$ cat src/rtl/core/srfr_pkg.sv
// ----------------------------------------------------------------------------
// Servo reply frame receiver package
// Types, constants and result field positions shared by the receiver files.
// ----------------------------------------------------------------------------
`timescale 1ns / 1ps

package srfr_pkg;

	// Default frame buffer size in bytes.
	localparam int FRAME_BYTES_DEF = 20;

	// Header byte value and frame overhead (two headers, ID, length).
	localparam logic [7:0] HDR_BYTE       = 8'hFF;
	localparam int         FRAME_OVERHEAD = 4;

	// Receive phases.
	typedef enum logic [2:0] {
		PH_HUNT = 3'd0,
		PH_HDR2 = 3'd1,
		PH_ID   = 3'd2,
		PH_LEN  = 3'd3,
		PH_BODY = 3'd4
	} srfr_phase_t;

	// Control state carried between items (write position travels apart,
	// since its width follows the buffer size).
	typedef struct packed {
		srfr_phase_t phase;
		logic [7:0]  frame_len;
		logic        held;
	} srfr_ctl_t;

	// One result item.
	typedef struct packed {
		logic       byte_stored;
		logic [4:0] store_index;
		logic [7:0] store_value;
		logic       frame_done;
		logic [7:0] declared_len;
		logic       overflow_drop;
		logic       held;
	} srfr_result_t;

	// Result item layout on the output data bus, lowest bit first.
	localparam int OUT_STORED_BIT = 0;
	localparam int OUT_INDEX_LSB  = 1;
	localparam int OUT_VALUE_LSB  = 6;
	localparam int OUT_DONE_BIT   = 14;
	localparam int OUT_LEN_LSB    = 15;
	localparam int OUT_OVF_BIT    = 23;
	localparam int OUT_HELD_BIT   = 24;
	localparam int OUT_TDATA_W    = 32;

endpackage

$ cat src/rtl/core/srfr_step.sv
// ----------------------------------------------------------------------------
// Servo reply frame receiver step
// Next-state and result logic for one received byte or release item.
// ----------------------------------------------------------------------------
`timescale 1ns / 1ps

module srfr_step #(
	parameter int FRAME_BYTES = srfr_pkg::FRAME_BYTES_DEF,
	parameter int POS_W       = $clog2(FRAME_BYTES + 1)
) (
	input  logic                 action,
	input  logic [7:0]           rx_byte,
	input  srfr_pkg::srfr_ctl_t  ctl,
	input  logic [POS_W-1:0]     pos,
	output srfr_pkg::srfr_ctl_t  ctl_nxt,
	output logic [POS_W-1:0]     pos_nxt,
	output srfr_pkg::srfr_result_t result
);
	import srfr_pkg::*;

	// Compare width covers both the length sum and the advanced position.
	localparam int CW = ((POS_W > 8) ? POS_W : 8) + 1;
	// Index width before trimming to the five-bit result field.
	localparam int IW = (POS_W > 5) ? POS_W : 5;

	logic [POS_W-1:0] pos_inc;
	logic [CW-1:0]    new_len_end;
	logic [CW-1:0]    cur_len_end;
	logic [IW-1:0]    pos_x;

	assign pos_inc     = pos + POS_W'(1);
	assign new_len_end = CW'(rx_byte) + CW'(FRAME_OVERHEAD);
	assign cur_len_end = CW'(ctl.frame_len) + CW'(FRAME_OVERHEAD);
	assign pos_x       = IW'(pos);

	// One state step per item.
	always_comb begin
		ctl_nxt = ctl;
		pos_nxt = pos;
		result  = '0;
		if (action) begin
			ctl_nxt.held = 1'b0;
		end else if (!ctl.held) begin
			case (ctl.phase)
				PH_HDR2: begin
					result.byte_stored = 1'b1;
					result.store_index = pos_x[4:0];
					result.store_value = rx_byte;
					pos_nxt            = pos_inc;
					ctl_nxt.phase      = (rx_byte == HDR_BYTE) ? PH_ID : PH_HUNT;
				end
				PH_ID: begin
					result.byte_stored = 1'b1;
					result.store_index = pos_x[4:0];
					result.store_value = rx_byte;
					pos_nxt            = pos_inc;
					ctl_nxt.phase      = PH_LEN;
				end
				PH_LEN: begin
					ctl_nxt.frame_len = rx_byte;
					if (new_len_end > CW'(FRAME_BYTES)) begin
						// Declared frame would overrun the buffer: drop it.
						result.overflow_drop = 1'b1;
						ctl_nxt.phase        = PH_HUNT;
						pos_nxt              = '0;
					end else begin
						result.byte_stored = 1'b1;
						result.store_index = pos_x[4:0];
						result.store_value = rx_byte;
						pos_nxt            = pos_inc;
						if (CW'(pos_inc) == new_len_end) begin
							result.frame_done = 1'b1;
							ctl_nxt.held      = 1'b1;
							ctl_nxt.phase     = PH_HUNT;
						end else begin
							ctl_nxt.phase = PH_BODY;
						end
					end
				end
				PH_BODY: begin
					result.byte_stored = 1'b1;
					result.store_index = pos_x[4:0];
					result.store_value = rx_byte;
					pos_nxt            = pos_inc;
					if (CW'(pos_inc) >= cur_len_end) begin
						result.frame_done = 1'b1;
						ctl_nxt.held      = 1'b1;
						ctl_nxt.phase     = PH_HUNT;
					end
				end
				default: begin
					// Hunting for the first header byte.
					result.byte_stored = 1'b1;
					result.store_value = rx_byte;
					pos_nxt            = POS_W'(1);
					ctl_nxt.phase      = (rx_byte == HDR_BYTE) ? PH_HDR2 : PH_HUNT;
				end
			endcase
		end
		result.declared_len = ctl_nxt.frame_len;
		result.held         = ctl_nxt.held;
	end

endmodule

$ cat src/rtl/core/servo_reply_frame_receiver.sv
// ----------------------------------------------------------------------------
// Servo reply frame receiver
// Hunts for reply frames in a received byte stream and reports each byte
// with its frame buffer position.
// ----------------------------------------------------------------------------
// The block takes one item per clock: a received byte, or a release of the
// held frame. Each item yields exactly one result item, which sits in the
// output register from the cycle after acceptance. The input is ready
// whenever that register is empty or is being taken in the same cycle, so a
// steady stream moves at one item per clock; the rate is set by the single
// receive state step between the state registers and the output register.
// A completed frame holds the receiver: later bytes are reported as not
// stored until a release item arrives. There is no start-up clearing pass.
`timescale 1ns / 1ps

module servo_reply_frame_receiver #(
	parameter int FRAME_BYTES = srfr_pkg::FRAME_BYTES_DEF
) (
	input  logic                               clk,
	input  logic                               arst_n,
	input  logic                               s_tvalid,
	output logic                               s_tready,
	input  logic [7:0]                         s_tdata,   // [7:0] rx_byte
	input  logic                               s_tuser,   // [0] action
	output logic                               m_tvalid,
	input  logic                               m_tready,
	// [0] byte_stored, [5:1] store_index, [13:6] store_value, [14] frame_done,
	// [22:15] declared_len, [23] overflow_drop, [24] held, [31:25] zero
	output logic [srfr_pkg::OUT_TDATA_W-1:0]   m_tdata
);
	import srfr_pkg::*;

	localparam int POS_W = $clog2(FRAME_BYTES + 1);

	srfr_ctl_t        ctl_q;
	srfr_ctl_t        ctl_nxt;
	logic [POS_W-1:0] pos_q;
	logic [POS_W-1:0] pos_nxt;
	srfr_result_t     result;
	srfr_result_t     result_q;
	logic             m_valid_q;
	logic             in_take;

	// Input is taken while the output register is free or draining.
	assign s_tready = !m_valid_q || m_tready;
	assign in_take  = s_tvalid && s_tready;

	srfr_step #(
		.FRAME_BYTES(FRAME_BYTES),
		.POS_W      (POS_W)
	) u_step (
		.action (s_tuser),
		.rx_byte(s_tdata),
		.ctl    (ctl_q),
		.pos    (pos_q),
		.ctl_nxt(ctl_nxt),
		.pos_nxt(pos_nxt),
		.result (result)
	);

	// Receive state registers.
	always_ff @(posedge clk or negedge arst_n) begin
		if (!arst_n) begin
			ctl_q <= '{phase: PH_HUNT, frame_len: 8'd0, held: 1'b0};
			pos_q <= '0;
		end else if (in_take) begin
			ctl_q <= ctl_nxt;
			pos_q <= pos_nxt;
		end
	end

	// Output valid flag.
	always_ff @(posedge clk or negedge arst_n) begin
		if (!arst_n) begin
			m_valid_q <= 1'b0;
		end else if (in_take) begin
			m_valid_q <= 1'b1;
		end else if (m_tready) begin
			m_valid_q <= 1'b0;
		end
	end

	// Output payload register.
	always_ff @(posedge clk) begin
		if (in_take) begin
			result_q <= result;
		end
	end

	// Pack the result item onto the output bus.
	always_comb begin
		m_tdata                                   = '0;
		m_tdata[OUT_STORED_BIT]                   = result_q.byte_stored;
		m_tdata[OUT_INDEX_LSB +: 5]               = result_q.store_index;
		m_tdata[OUT_VALUE_LSB +: 8]               = result_q.store_value;
		m_tdata[OUT_DONE_BIT]                     = result_q.frame_done;
		m_tdata[OUT_LEN_LSB +: 8]                 = result_q.declared_len;
		m_tdata[OUT_OVF_BIT]                      = result_q.overflow_drop;
		m_tdata[OUT_HELD_BIT]                     = result_q.held;
	end

	assign m_tvalid = m_valid_q;

endmodule

$ cat config.mk
export PLATFORM = sky130hd
export DESIGN_NAME = servo_reply_frame_receiver
export DESIGN_NICKNAME = d
export VERILOG_FILES = /design/src/rtl/core/srfr_pkg.sv /design/src/rtl/core/srfr_step.sv /design/src/rtl/core/servo_reply_frame_receiver.sv
export SDC_FILE = /design/constraint.sdc
export NUM_CORES = 1
export LEC_CHECK = 0
export ABC_AREA = 1
export BUFFER_PORTS_ARGS = -buffer_cell sky130_fd_sc_hd__buf_4
export CAP_MARGIN = 20
export CORE_MARGIN = 1.5
export CORE_UTILIZATION = 50
export CTS_CLUSTER_SIZE = 28
export DETAILED_ROUTE_END_ITERATION = 8
export GPL_TIMING_DRIVEN = 0
export PLACE_DENSITY_LB_ADDON = 0.08
export SLEW_MARGIN = 20
export SYNTH_ARGS = -nofsm -noshare
export SYNTH_HDL_FRONTEND = slang
export SYNTH_SLANG_ARGS = --single-unit
export TNS_END_PERCENT = 30
$ cat constraint.sdc
create_clock -name clk -period 1.9 [get_ports clk]
set_clock_uncertainty 0.1 [all_clocks]
set_input_delay 0.285 -clock clk [delete_from_list [all_inputs] [get_ports clk]]
set_output_delay 0.285 -clock clk [all_outputs]
set_load 0.02 [all_outputs]
==> results of run 1 <==
[per-stage QoR]
stage	hold slack, ns	setup WS, ns	cell area (um2)	instances
floorplan	-0.111	-0.143	2410	286
global placement	0.0777	-0.367	2770	377
detailed placement	0.0848	-0.385	2770	377
CTS	0.165	-0.201	2930	389
global route	0.197	-0.322	2970	389
finish	0.165	-0.215	2970	389
[how the worst max path moves through the flow]
stage	endpoint	from	slack [ns]
after floorplan	m_tdata[24]	pos_q[0]	-0.14
after global placement	m_tdata[24]	pos_q[0]	-0.37
after detailed placement	m_tdata[24]	pos_q[0]	-0.38
after CTS	ctl_q[9]	pos_q[0]	-0.20
after global routing	ctl_q[11]	pos_q[1]	-0.32
final	ctl_q[11]	pos_q[1]	-0.22
[kinds of logic (layout without fill, tap and decap cells)]
kind of cell    count (synthesis)  count (layout)  share of synthesized area
xor+xnor                        2               2                    0.00735
other cells                     1               7                    0.00157
simple gates                  142             142                      0.278
flops                          43              43                      0.504
buf+inv                        54             105                     0.0976
fa+ha+maj                       9               9                     0.0472
compound gates                 29              29                     0.0651
[final cells by class]
class / instances / share of cell area
multi-input combinational: 189 / 0.356
timing repair buffer: 43 / 0.110
clock buffer: 6 / 0.0245
sequential: 43 / 0.405
clock inverter: 2 / 0.00253
inverter: 44 / 0.0557
buffer: 10 / 0.0249
tap: 52 / 0.0219
[what timing repair did]
item / in CTS / in global routing
gates resized for setup: 12 / 11
pin swaps: 8 / 7
endpoints found under the setup margin: 6 / 33
endpoints found under the hold margin: 18 / 0
hold buffers: 1 / 0
setup buffers: 3 / 0
[sequential cells by signal, summed over array words and instances (netlist names)]
name and flops:
m_tdata 25, pos_q 5, m_tvalid 1, ctl_q 12
[power by group]
part           switching, mW  internal (mW)
clock                  0.291          0.251
combinational          0.253          0.146
sequential            0.0231           1.06
total                  0.567           1.46
[per-layer routing]
layer | vias to the layer above | GRT usage | wire length [um]
met4 | 0 | 0.0692 | 75
met2 | 55 | 0.336 | 2300
li1 | 994 | - | -
met3 | 9 | 0.0417 | 261
met1 | 869 | 0.289 | 2280
met5 | - | 0 | 0
[synthesized netlist by cell type, types with 5 or more instances]
cell type,count,share of area
sky130_fd_sc_hd__buf_4,7,0.022
sky130_fd_sc_hd__dfrtp_1,18,0.19
sky130_fd_sc_hd__edfxtp_1,25,0.31
sky130_fd_sc_hd__ha_1,9,0.047
sky130_fd_sc_hd__inv_1,39,0.061
sky130_fd_sc_hd__inv_2,5,0.0079
sky130_fd_sc_hd__nand2_1,79,0.12
sky130_fd_sc_hd__nand2_2,5,0.013
sky130_fd_sc_hd__nand3_1,20,0.042
sky130_fd_sc_hd__nor2_1,22,0.035
sky130_fd_sc_hd__nor3_2,5,0.021
sky130_fd_sc_hd__o21ai_0,18,0.038
sky130_fd_sc_hd__o21ai_1,5,0.010
[critical path: cells and delay by family (launching register included)]
kind	cells	cell delay (ns)
buffers and inverters	3	0.18
adders and majority gates	2	0.46
DFF	1	0.42
and+or+nand+nor	11	0.72
AOI/OAI and AO/OA	2	0.16
==> results.md, run 1 <==
- Status: finished, violations left
- Violations in the final reports: negative setup slack
- Row Count: 24
- Number of antenna-violating nets in the routed design: 0
- Die Wd: roughly 70 um
- Fillers: 381
- GRT Total Usage: 0.210
- Class of the worst hold path: in2reg
- Number of cells traversed by the worst hold path: 4
- Gate count after technology mapping: 280
- Post-route clock period utilization: 1.11
- Yosys Warn Count: 0
- Fmax: 473 MHz
- Reg-to-reg startpoint: pos_q[1]
- Worst min-delay path startpoint: m_tready
- Most repeated library cell on the critical path: sky130_fd_sc_hd__nand2_1
- Area occupied by multi-input gates: approximately 1100 um2
- Number of global-route vias before repair: 1837
- Chain of cells forming the critical path: ha_4 -> inv_2 -> nand2_2 -> nand2_2 -> inv_2 -> ha_4 -> nand2_2 -> o21ai_2 -> nand2_1 -> nand2_1 -> nand2_1 -> nand2_2 -> nand2_1 -> nand2_1 -> nand2_2 -> inv_2 -> nand2_1 -> o21ai_1
- Largest incremental delay on the critical path: 0.42 ns
- DRT iter0 DRCs: 116
- Number of clock sinks: between 40 and 50
- Commonest non-fill, non-tap cell in the layout: sky130_fd_sc_hd__nand2_1
- Number of remaining DRC errors: 0
- Maximum number of buffers from clock root to sink: 2
- Reg2reg path depth: 18
- EDFF count, synth: 25
- Average wire per cell in the routed design: ~13 um
- Period minus WS final: between 2 and 2.5 ns
- Half-perimeter wire length after detailed placement: roughly 3.6 mm
- Post-Route Utilization: 0.663
- Pwr Density: ~680 nW/um2
- Clock slew at reported path FFs: ~0.08 ns
- Global-route wire length before repair: roughly 8.3 mm
- Placer congestion estimate: 0.872
- Setup Viol. Count Final: 6
- Number of antenna diodes: 0
- Clock Root Buffer: sky130_fd_sc_hd__clkbuf_8
- Top library cells by usage in the layout, fill and taps aside: 70 x sky130_fd_sc_hd__nand2_1, 49 x sky130_fd_sc_hd__buf_4, 34 x sky130_fd_sc_hd__inv_1
- Area of the die: between 5000 and 6000 um2
- Register area share after synthesis: 0.504
- Critical Path End Type: register
- Leftover overflow at the end of global routing: 0
- Die height: 72.1 um
- Num CTS Buffers: 5
- Critical path type: reg2reg
- Setup tns final: -1.06 ns
- Post-layout net count: about 360
- Post-Syn Area: 2380 um2
- Pre-Repair DR Iteration Count: 4
- FFs w/ async S/R, synth: 0.419
- Clock tree from TritonCTS: built
- Post-detailed-routing wire length: approximately 4.9 mm
- Worst Setup Slack, final: -0.215 ns
- Average size of a mapped cell: ~8.5 um2
- Kind of start point of the critical path: register
- Setup repair after global routing missed its margin: true
- Register area: around 1200 um2
- Most common flop cell mapped by yosys: sky130_fd_sc_hd__edfxtp_1
- Largest fanout of any net on the critical path: 3
- Pin count of the biggest net entering global routing: 35
- Antenna violations before repair: 0
- Post-synthesis register bit count: 43
- Area of the core: approximately 4500 um2
- Crit Reg-Reg Endpoint: ctl_q[11]
- Max cap viols: 0
- Overall power after layout: 2.03 mW
- Required arrival time at the worst endpoint: just over 2 ns
- Vias per cell: 4.95
- Final hold vios: 0
- Maximum ir drop on the vdd rail: between 0.0003 and 0.0004 V
- Proportion of layout cells with a drive suffix above 1: 0.309
- IO Count: between 40 and 50
- Leakage component of the power: ~1.4 nW
- Routed vias: just under 2000
- Post-synth cell types: 28
- H-tree level count: 2
- FF-to-FF setup slack: -0.22 ns
- Final-report max-slew violation count: 0
- Number of buffers inserted by port buffering: 39
- CP max-delay cell: sky130_fd_sc_hd__dfrtp_1
- CP Data Arrival Time: about 2.2 ns
- Worst Hold Path EP: m_tvalid
- Initial core utilization: 0.533
- Clock latency on the worst-skew pair: a little under 0.3 ns
- Area growth from synthesis to layout: 24.4%
Power figures use the tool's default switching activity.
==> run 2: changes to the inputs <==
--- a/config.mk
+++ b/config.mk
@@ -13,7 +13,7 @@
 export CTS_CLUSTER_SIZE = 28
 export DETAILED_ROUTE_END_ITERATION = 8
 export GPL_TIMING_DRIVEN = 0
-export PLACE_DENSITY_LB_ADDON = 0.08
+export PLACE_DENSITY_LB_ADDON = 0.15
 export SLEW_MARGIN = 20
 export SYNTH_ARGS = -nofsm -noshare
 export SYNTH_HDL_FRONTEND = slang
==> run 2 against run 1 <==
Utilization shrank 0.056 points. Sequential power is essentially flat. The flow still finishes with violations (negative setup slack). Non-clock buffer count grew 1. Clock power grew 4.6%. Largest cell class unchanged. Critical endpoint is now ctl_q[9]. Flip-flop and latch count is the same.
==> results.md, run 2 (synthesized netlist as in run 1, its figures left out) <==
- Status: finished, violations left
- Violations in the final reports: negative setup slack
- DRT iter0 DRCs: around 160
- Overall power after layout: approximately 2 mW
- Period minus WS final: 2.09 ns
- Setup Viol. Count Final: 6
- Pin count of the biggest net entering global routing: 35
- Number of remaining DRC errors: 0
- Layout Cell Area excl Fill: between 2000 and 3000 um2
- Most repeated library cell on the critical path: sky130_fd_sc_hd__nand2_1
- Chain of cells forming the critical path: ha_4 -> inv_2 -> nand2_2 -> nand2_2 -> inv_2 -> ha_4 -> nand2_2 -> o21ai_1 -> nand2_1 -> nand2_1 -> nand2_1 -> nand2_2 -> nand2_1 -> nand2_1 -> nand2_2 -> inv_2 -> nand2_1 -> o21ai_1
- Largest fanout of any net on the critical path: 3
- Placer congestion estimate: 0.871
- Crit Reg-Reg Endpoint: ctl_q[9]
- Leakage component of the power: 1.43 nW
- FF-to-FF setup slack: -0.19 ns
- Final-report max-slew violation count: 0
- Class of the worst hold path: in2reg
- Proportion of layout cells with a drive suffix above 1: 0.299
- Worst Setup Slack, final: -0.195 ns
- Number of antenna diodes: 0
- Clock latency on the worst-skew pair: just under 0.3 ns
- Vias per cell: approximately 5
- Pre-Repair DR Iteration Count: 4
- Clock tree from TritonCTS: built
- Leftover overflow at the end of global routing: 0
- Reg2reg path depth: 18
- Post-place setup slack: -0.393 ns
- Count of buffering cells on the critical path with inverters included: 3
- H-tree level count: 2
- Fmax: 477 MHz
- Routed vias: roughly 2000
- Die Wd: just over 70 um
- Combinational Power Share: 0.193
- Global-route wire length before repair: about 8.2 mm
- Initial core utilization: 0.533
- Clock Root Buffer: sky130_fd_sc_hd__clkbuf_8
- Reg-to-reg startpoint: pos_q[1]
- Row Count: 24
- Number of clock sinks: 43
- Critical Path End Type: register
- Die height: 72.1 um
- Area growth from synthesis to layout: 24.3%
- Maximum number of buffers from clock root to sink: 2
- Max FFs per register: 25
- Worst setup path end: ctl_q[9]
- Net switching power figure: ~0.58 mW
- Num CTS Buffers: 5
- Max cap viols: 0
- Area of the core: around 4500 um2
- Average wire per cell in the routed design: around 13 um
- Number of antenna-violating nets in the routed design: 0
- Largest incremental delay on the critical path: approximately 0.44 ns
- IO Count: 47
- Area of the die: roughly 5200 um2
- Kind of start point of the critical path: register
- Post-detailed-routing wire length: ~5 mm
- Post-route clock period utilization: 1.10
- Setup repair after global routing missed its margin: true
- Post-layout net count: ~360
- Number of global-route vias before repair: 1777
- Launch point of the critical path: pos_q[1]
- Maximum ir drop on the vdd rail: around 0.00047 V
- Internal Power: between 1 and 1.5 mW
- Cell type group with the largest total delay on the critical path: simple AND/OR/NAND/NOR gates
- Number of buffers inserted by port buffering: 39
- Antenna violations before repair: 0
- Clock slew at reported path FFs: roughly 0.080 ns
- Half-perimeter wire length after detailed placement: around 3.7 mm
- CP max-delay cell: sky130_fd_sc_hd__dfrtp_2
- Sw Ratio: 0.285
- Critical path type: reg2reg
- Critical path depth: 18
- Share of power burned in registers: 0.530
- Required arrival time at the worst endpoint: slightly above 2 ns
- CP Data Arrival Time: between 2 and 2.5 ns
- Placement-stage cell area: 2770 um2
- Commonest non-fill, non-tap cell in the layout: sky130_fd_sc_hd__nand2_1
- Top library cells by usage in the layout, fill and taps aside: 72 x sky130_fd_sc_hd__nand2_1, 50 x sky130_fd_sc_hd__buf_4, 36 x sky130_fd_sc_hd__inv_1
- Part of the power in the clock network: 0.276
- GRT Total Usage: 0.206
- Pwr Density: roughly 690 nW/um2
- Final hold vios: 0
[run 2: changes by cell type in the layout (fill, tap and decap cells not counted)]
cell                         before  now
sky130_fd_sc_hd__buf_4           49   50
sky130_fd_sc_hd__clkinv_2         0    1
sky130_fd_sc_hd__dfrtp_2          1    2
sky130_fd_sc_hd__a21oi_1          2    3
sky130_fd_sc_hd__inv_1           34   36
sky130_fd_sc_hd__a21oi_2          1    0
sky130_fd_sc_hd__nand2_1         70   72
sky130_fd_sc_hd__o21ai_1          8   10
sky130_fd_sc_hd__clkinvlp_4       0    1
sky130_fd_sc_hd__o21ai_2          4    2
sky130_fd_sc_hd__dfrtp_1         17   16
sky130_fd_sc_hd__inv_2           10    8
sky130_fd_sc_hd__nand2_2         14   12
sky130_fd_sc_hd__clkinv_1         2    0
[run 2: worst reg2reg max path: cells and delay by family (launching register included)]
kind	cells	cell delay (ns)
simple gates	11	0.68
flops	1	0.44
fa+ha+maj	2	0.44
compound gates	2	0.19
buf+inv	3	0.18
[run 2: power by group through the flow]
stage                     clock [mW]  combinational (mW)  sequential [mW]
after floorplan                    0               0.187             1.16
after global placement             0               0.378             1.11
after detailed placement           0               0.382             1.11
after CTS                      0.575               0.393             1.09
after global routing           0.617               0.438             1.09
final                          0.567               0.396             1.09
[run 2: per-layer routing]
layer | routed length [um] | up-vias | track usage
li1 | - | 1002 | -
met1 | 2250 | 886 | 0.279
met2 | 2360 | 60 | 0.341
met3 | 304 | 6 | 0.0431
met4 | 62 | 0 | 0.0545
met5 | 0 | - | 0
[run 2: layout make-up]
| cell class | instances | area [um2] |
|---|---|---|
| fillers | 358 | 1510 |
| flip-flops and latches | 43 | 1200 |
| multi-input cells | 189 | 1040 |
| repair buffers | 44 | 333 |
| inverters | 44 | 165 |
| plain buffers | 10 | 73.8 |
| clock buffers | 6 | 72.6 |
| well taps | 52 | 65.1 |
| clock inverters | 2 | 12.5 |
[run 2: how the worst min path moves through the flow]
stage,startpoint,to,cells after the start
final,s_tuser,ctl_q[0],4
after global routing,s_tuser,ctl_q[0],4
after CTS,s_tuser,ctl_q[0],4
after detailed placement,arst_n,m_tvalid,1
after global placement,arst_n,m_tvalid,1
after floorplan,arst_n,ctl_q[0],0
[run 2: stage by stage]
| step | cells | setup TNS (ns) | utilization | hold WS (ns) |
|---|---|---|---|---|
| 2_1_floorplan | 286 | -0.445 | - | -0.111 |
| 3_3_place_gp | 377 | -3.05 | 0.620 | 0.0764 |
| 3_5_place_dp | 377 | -3.49 | 0.620 | 0.0780 |
| 4_1_cts | 388 | -1.02 | 0.655 | 0.171 |
| 5_1_grt | 390 | -1.68 | 0.662 | 0.177 |
| 6_report | 390 | -1.03 | 0.662 | 0.171 |
[run 2: what timing repair did]
item,CTS,global route
buffers inserted,2,2
pin swaps,5,8
gates resized for setup,13,4
hold buffers,1,0
endpoints found under the setup margin,6,35
endpoints found under the hold margin,18,0
cloned,0,0
==> run 3: changes to the inputs <==
--- a/config.mk
+++ b/config.mk
@@ -8,12 +8,13 @@
 export ABC_AREA = 1
 export BUFFER_PORTS_ARGS = -buffer_cell sky130_fd_sc_hd__buf_4
 export CAP_MARGIN = 20
-export CORE_MARGIN = 1.5
+export CORE_MARGIN = 5
 export CORE_UTILIZATION = 50
 export CTS_CLUSTER_SIZE = 28
 export DETAILED_ROUTE_END_ITERATION = 8
 export GPL_TIMING_DRIVEN = 0
 export PLACE_DENSITY_LB_ADDON = 0.15
+export SKIP_LAST_GASP = 1
 export SLEW_MARGIN = 20
 export SYNTH_ARGS = -nofsm -noshare
 export SYNTH_HDL_FRONTEND = slang
==> constraint.sdc (replaced) <==
create_clock -name clk -period 1.9 [get_ports clk]
set_clock_uncertainty 0.1 [all_clocks]
set_input_delay 0.095 -clock clk [delete_from_list [all_inputs] [get_ports clk]]
set_output_delay 0.095 -clock clk [all_outputs]
set_load 0.02 [all_outputs]
==> run 3 against run 2 <==
The run still ends with negative setup slack left. First-iteration DRC count fell by 9.8%. Combinational power up 6.6%. Largest cell class unchanged. Cell count up 2.8%. Utilization rose by 0.95 points. Hold slack got worse by 0.13 ns. Die area is 20% higher. Highest routed layer unchanged. Critical path depth is 4 lower. Flip-flop and latch count is the same. Register-to-register slack got worse by 0.11 ns. Clock power increased by 50%. Sequential share of layout area down 2.5 points. Design area is 6.4% higher.
==> results.md, run 3 (synthesized netlist as in run 1, its figures left out) <==
- Status: finished, violations left
- Violations in the final reports: negative setup slack
- Post-detailed-routing wire length: roughly 5.8 mm
- Area growth from synthesis to layout: 32.2%
- Setup Viol. Count Final: 6
- Remaining max-slew budget at the tightest pin: 0.587
- Overall power after layout: between 2 and 2.5 mW
- Number of remaining DRC errors: 0
- CP max-delay cell: sky130_fd_sc_hd__dfrtp_1
- Leakage component of the power: 1.53 nW
- Final-report max-slew violation count: 0
- Number of global-route vias before repair: ~2000
- Most repeated library cell on the critical path: sky130_fd_sc_hd__nand2_1
- Antenna violations before repair: 0
- Proportion of layout cells with a drive suffix above 1: 0.337
- Critical path type: reg2reg
- Chain of cells forming the critical path: ha_4 -> nand2_4 -> o21ai_0 -> nand2_1 -> inv_1 -> ha_1 -> nand2_1 -> nand2_2 -> nand2_1 -> nand2_1 -> nand2_2 -> inv_2 -> nand2_1 -> o21ai_1
- Worst Setup Slack, final: -0.308 ns
- Least-Margin Pin Slew: between 0.6 and 0.7 ns
- Clock latency on the worst-skew pair: around 0.30 ns
- Number of clock sinks: 43
- Number of buffers inserted by port buffering: 39
- Fillers: a little under 400
- IO Count: 47
- Hold_ws: a little under 0.04 ns
- Average wire per cell in the routed design: about 14 um
- Area occupied by multi-input gates: 1090 um2
- Placer congestion estimate: a little over 0.9
- Number of antenna diodes: 0
- Maximum ir drop on the vdd rail: 0.000395 V
- Num CTS Buffers: 5
- Period minus WS final: 2.21 ns
- Post-route clock period utilization: 1.16
- Routed vias: a little over 2000
- Required arrival time at the worst endpoint: 1.98 ns
- Commonest non-fill, non-tap cell in the layout: sky130_fd_sc_hd__nand2_1
- Non-Filler Instances: around 400
- Initial core utilization: 0.508
- Pre-Repair DR Iteration Count: 4
- Pwr Density: roughly 750 nW/um2
- Top library cells by usage in the layout, fill and taps aside: 68 x sky130_fd_sc_hd__nand2_1, 55 x sky130_fd_sc_hd__buf_4, 36 x sky130_fd_sc_hd__inv_1
- Placement-stage cell area: 2780 um2
- Leftover overflow at the end of global routing: 0
- Die height: around 79 um
- Max FFs per register: 25
- Critical Path End Type: register
- H-tree level count: 2
- Area of the core: 4690 um2
- Half-perimeter wire length after detailed placement: approximately 3.9 mm
- Setup repair after global routing missed its margin: true
- Clock tree from TritonCTS: built
- Row Count: 25
- Layout Cell Area excl Fill: 3150 um2
- Global-route wire length before repair: just over 9 mm
- Largest fanout of any net on the critical path: 3
- Clock slew at reported path FFs: around 0.08 ns
- Area of the die: roughly 6300 um2
- Register area: roughly 1200 um2
- Pin count of the biggest net entering global routing: 35
- GRT Total Usage: 0.193
- DRT iter0 DRCs: between 100 and 150
- Clock Root Buffer: sky130_fd_sc_hd__clkbuf_8
- CP Data Arrival Time: between 2 and 2.5 ns
- Dpl cells: around 380
- Kind of start point of the critical path: register
- Vias per cell: roughly 5.1
- Number of antenna-violating nets in the routed design: 0
- Largest incremental delay on the critical path: roughly 0.41 ns
- Max cap viols: 0
- Maximum number of buffers from clock root to sink: 2
- Post-place setup slack: -0.433 ns
- Fmax: roughly 450 MHz
- Die Wd: 79.1 um
- Class of the worst hold path: in2reg
- Final hold vios: 0
- Post-layout net count: 368
## run 3: worst paths after layout
path | startpoint | to | cells after the start | slack [ns]
worst max-delay path | pos_q[1] | ctl_q[11] | 14 | -0.31
min in group asynchronous | arst_n | m_tvalid | 2 | 0.10
worst min-delay path | s_tdata[6] | m_tdata[12] | 3 | 0.04
max in group asynchronous | arst_n | pos_q[0] | 2 | 1.37
worst max register to register | pos_q[1] | ctl_q[11] | 14 | -0.31
worst min register to register | ctl_q[0] | ctl_q[0] | 2 | 0.41
## run 3: worst max-delay path, delay by kind of cell (launching register included)
| kind | cells | cell delay [ns] |
|---|---|---|
| AOI/OAI and AO/OA | 2 | 0.29 |
| buffers and inverters | 2 | 0.18 |
| and+or+nand+nor | 8 | 0.66 |
| adders and majority gates | 2 | 0.44 |
| DFF | 1 | 0.41 |
## run 3: what timing repair did
action                                  4_1_cts  5_1_grt
setup buffers                                 8        4
pin swaps                                    10       16
resized for setup                            11       24
hold buffers                                  3        0
endpoints found under the setup margin        6       39
endpoints found under the hold margin        20        0
## run 3: layer usage
| layer | part of all wire | track usage | vias up |
|---|---|---|---|
| li1 | - | - | 1021 |
| met1 | 0.41 | 0.234 | 925 |
| met2 | 0.46 | 0.310 | 88 |
| met3 | 0.074 | 0.0510 | 26 |
| met4 | 0.052 | 0.113 | 0 |
| met5 | 0 | 0 | - |
## run 3: where the power goes
part	total [mW]	internal [mW]	switching, mW
registers	1.09	1.06	0.0267
logic	0.422	0.155	0.267
clock network	0.850	0.525	0.325
## run 3: layout make-up
class	instances	share of cell area
Sequential cell	43	0.381
Multi-Input combinational cell	189	0.346
Timing Repair Buffer	53	0.131
Inverter	44	0.0532
Buffer	10	0.0246
Clock buffer	6	0.0230
Tap cell	54	0.0214
Clock inverter	2	0.0190
## run 3: per-stage QoR
step	utilization	setup TNS [ns]
after floorplan	-	-0.445
after global placement	0.591	-2.04
after detailed placement	0.591	-2.23
after CTS	0.648	-1.21
after global routing	0.672	-2.30
final	0.672	-1.63
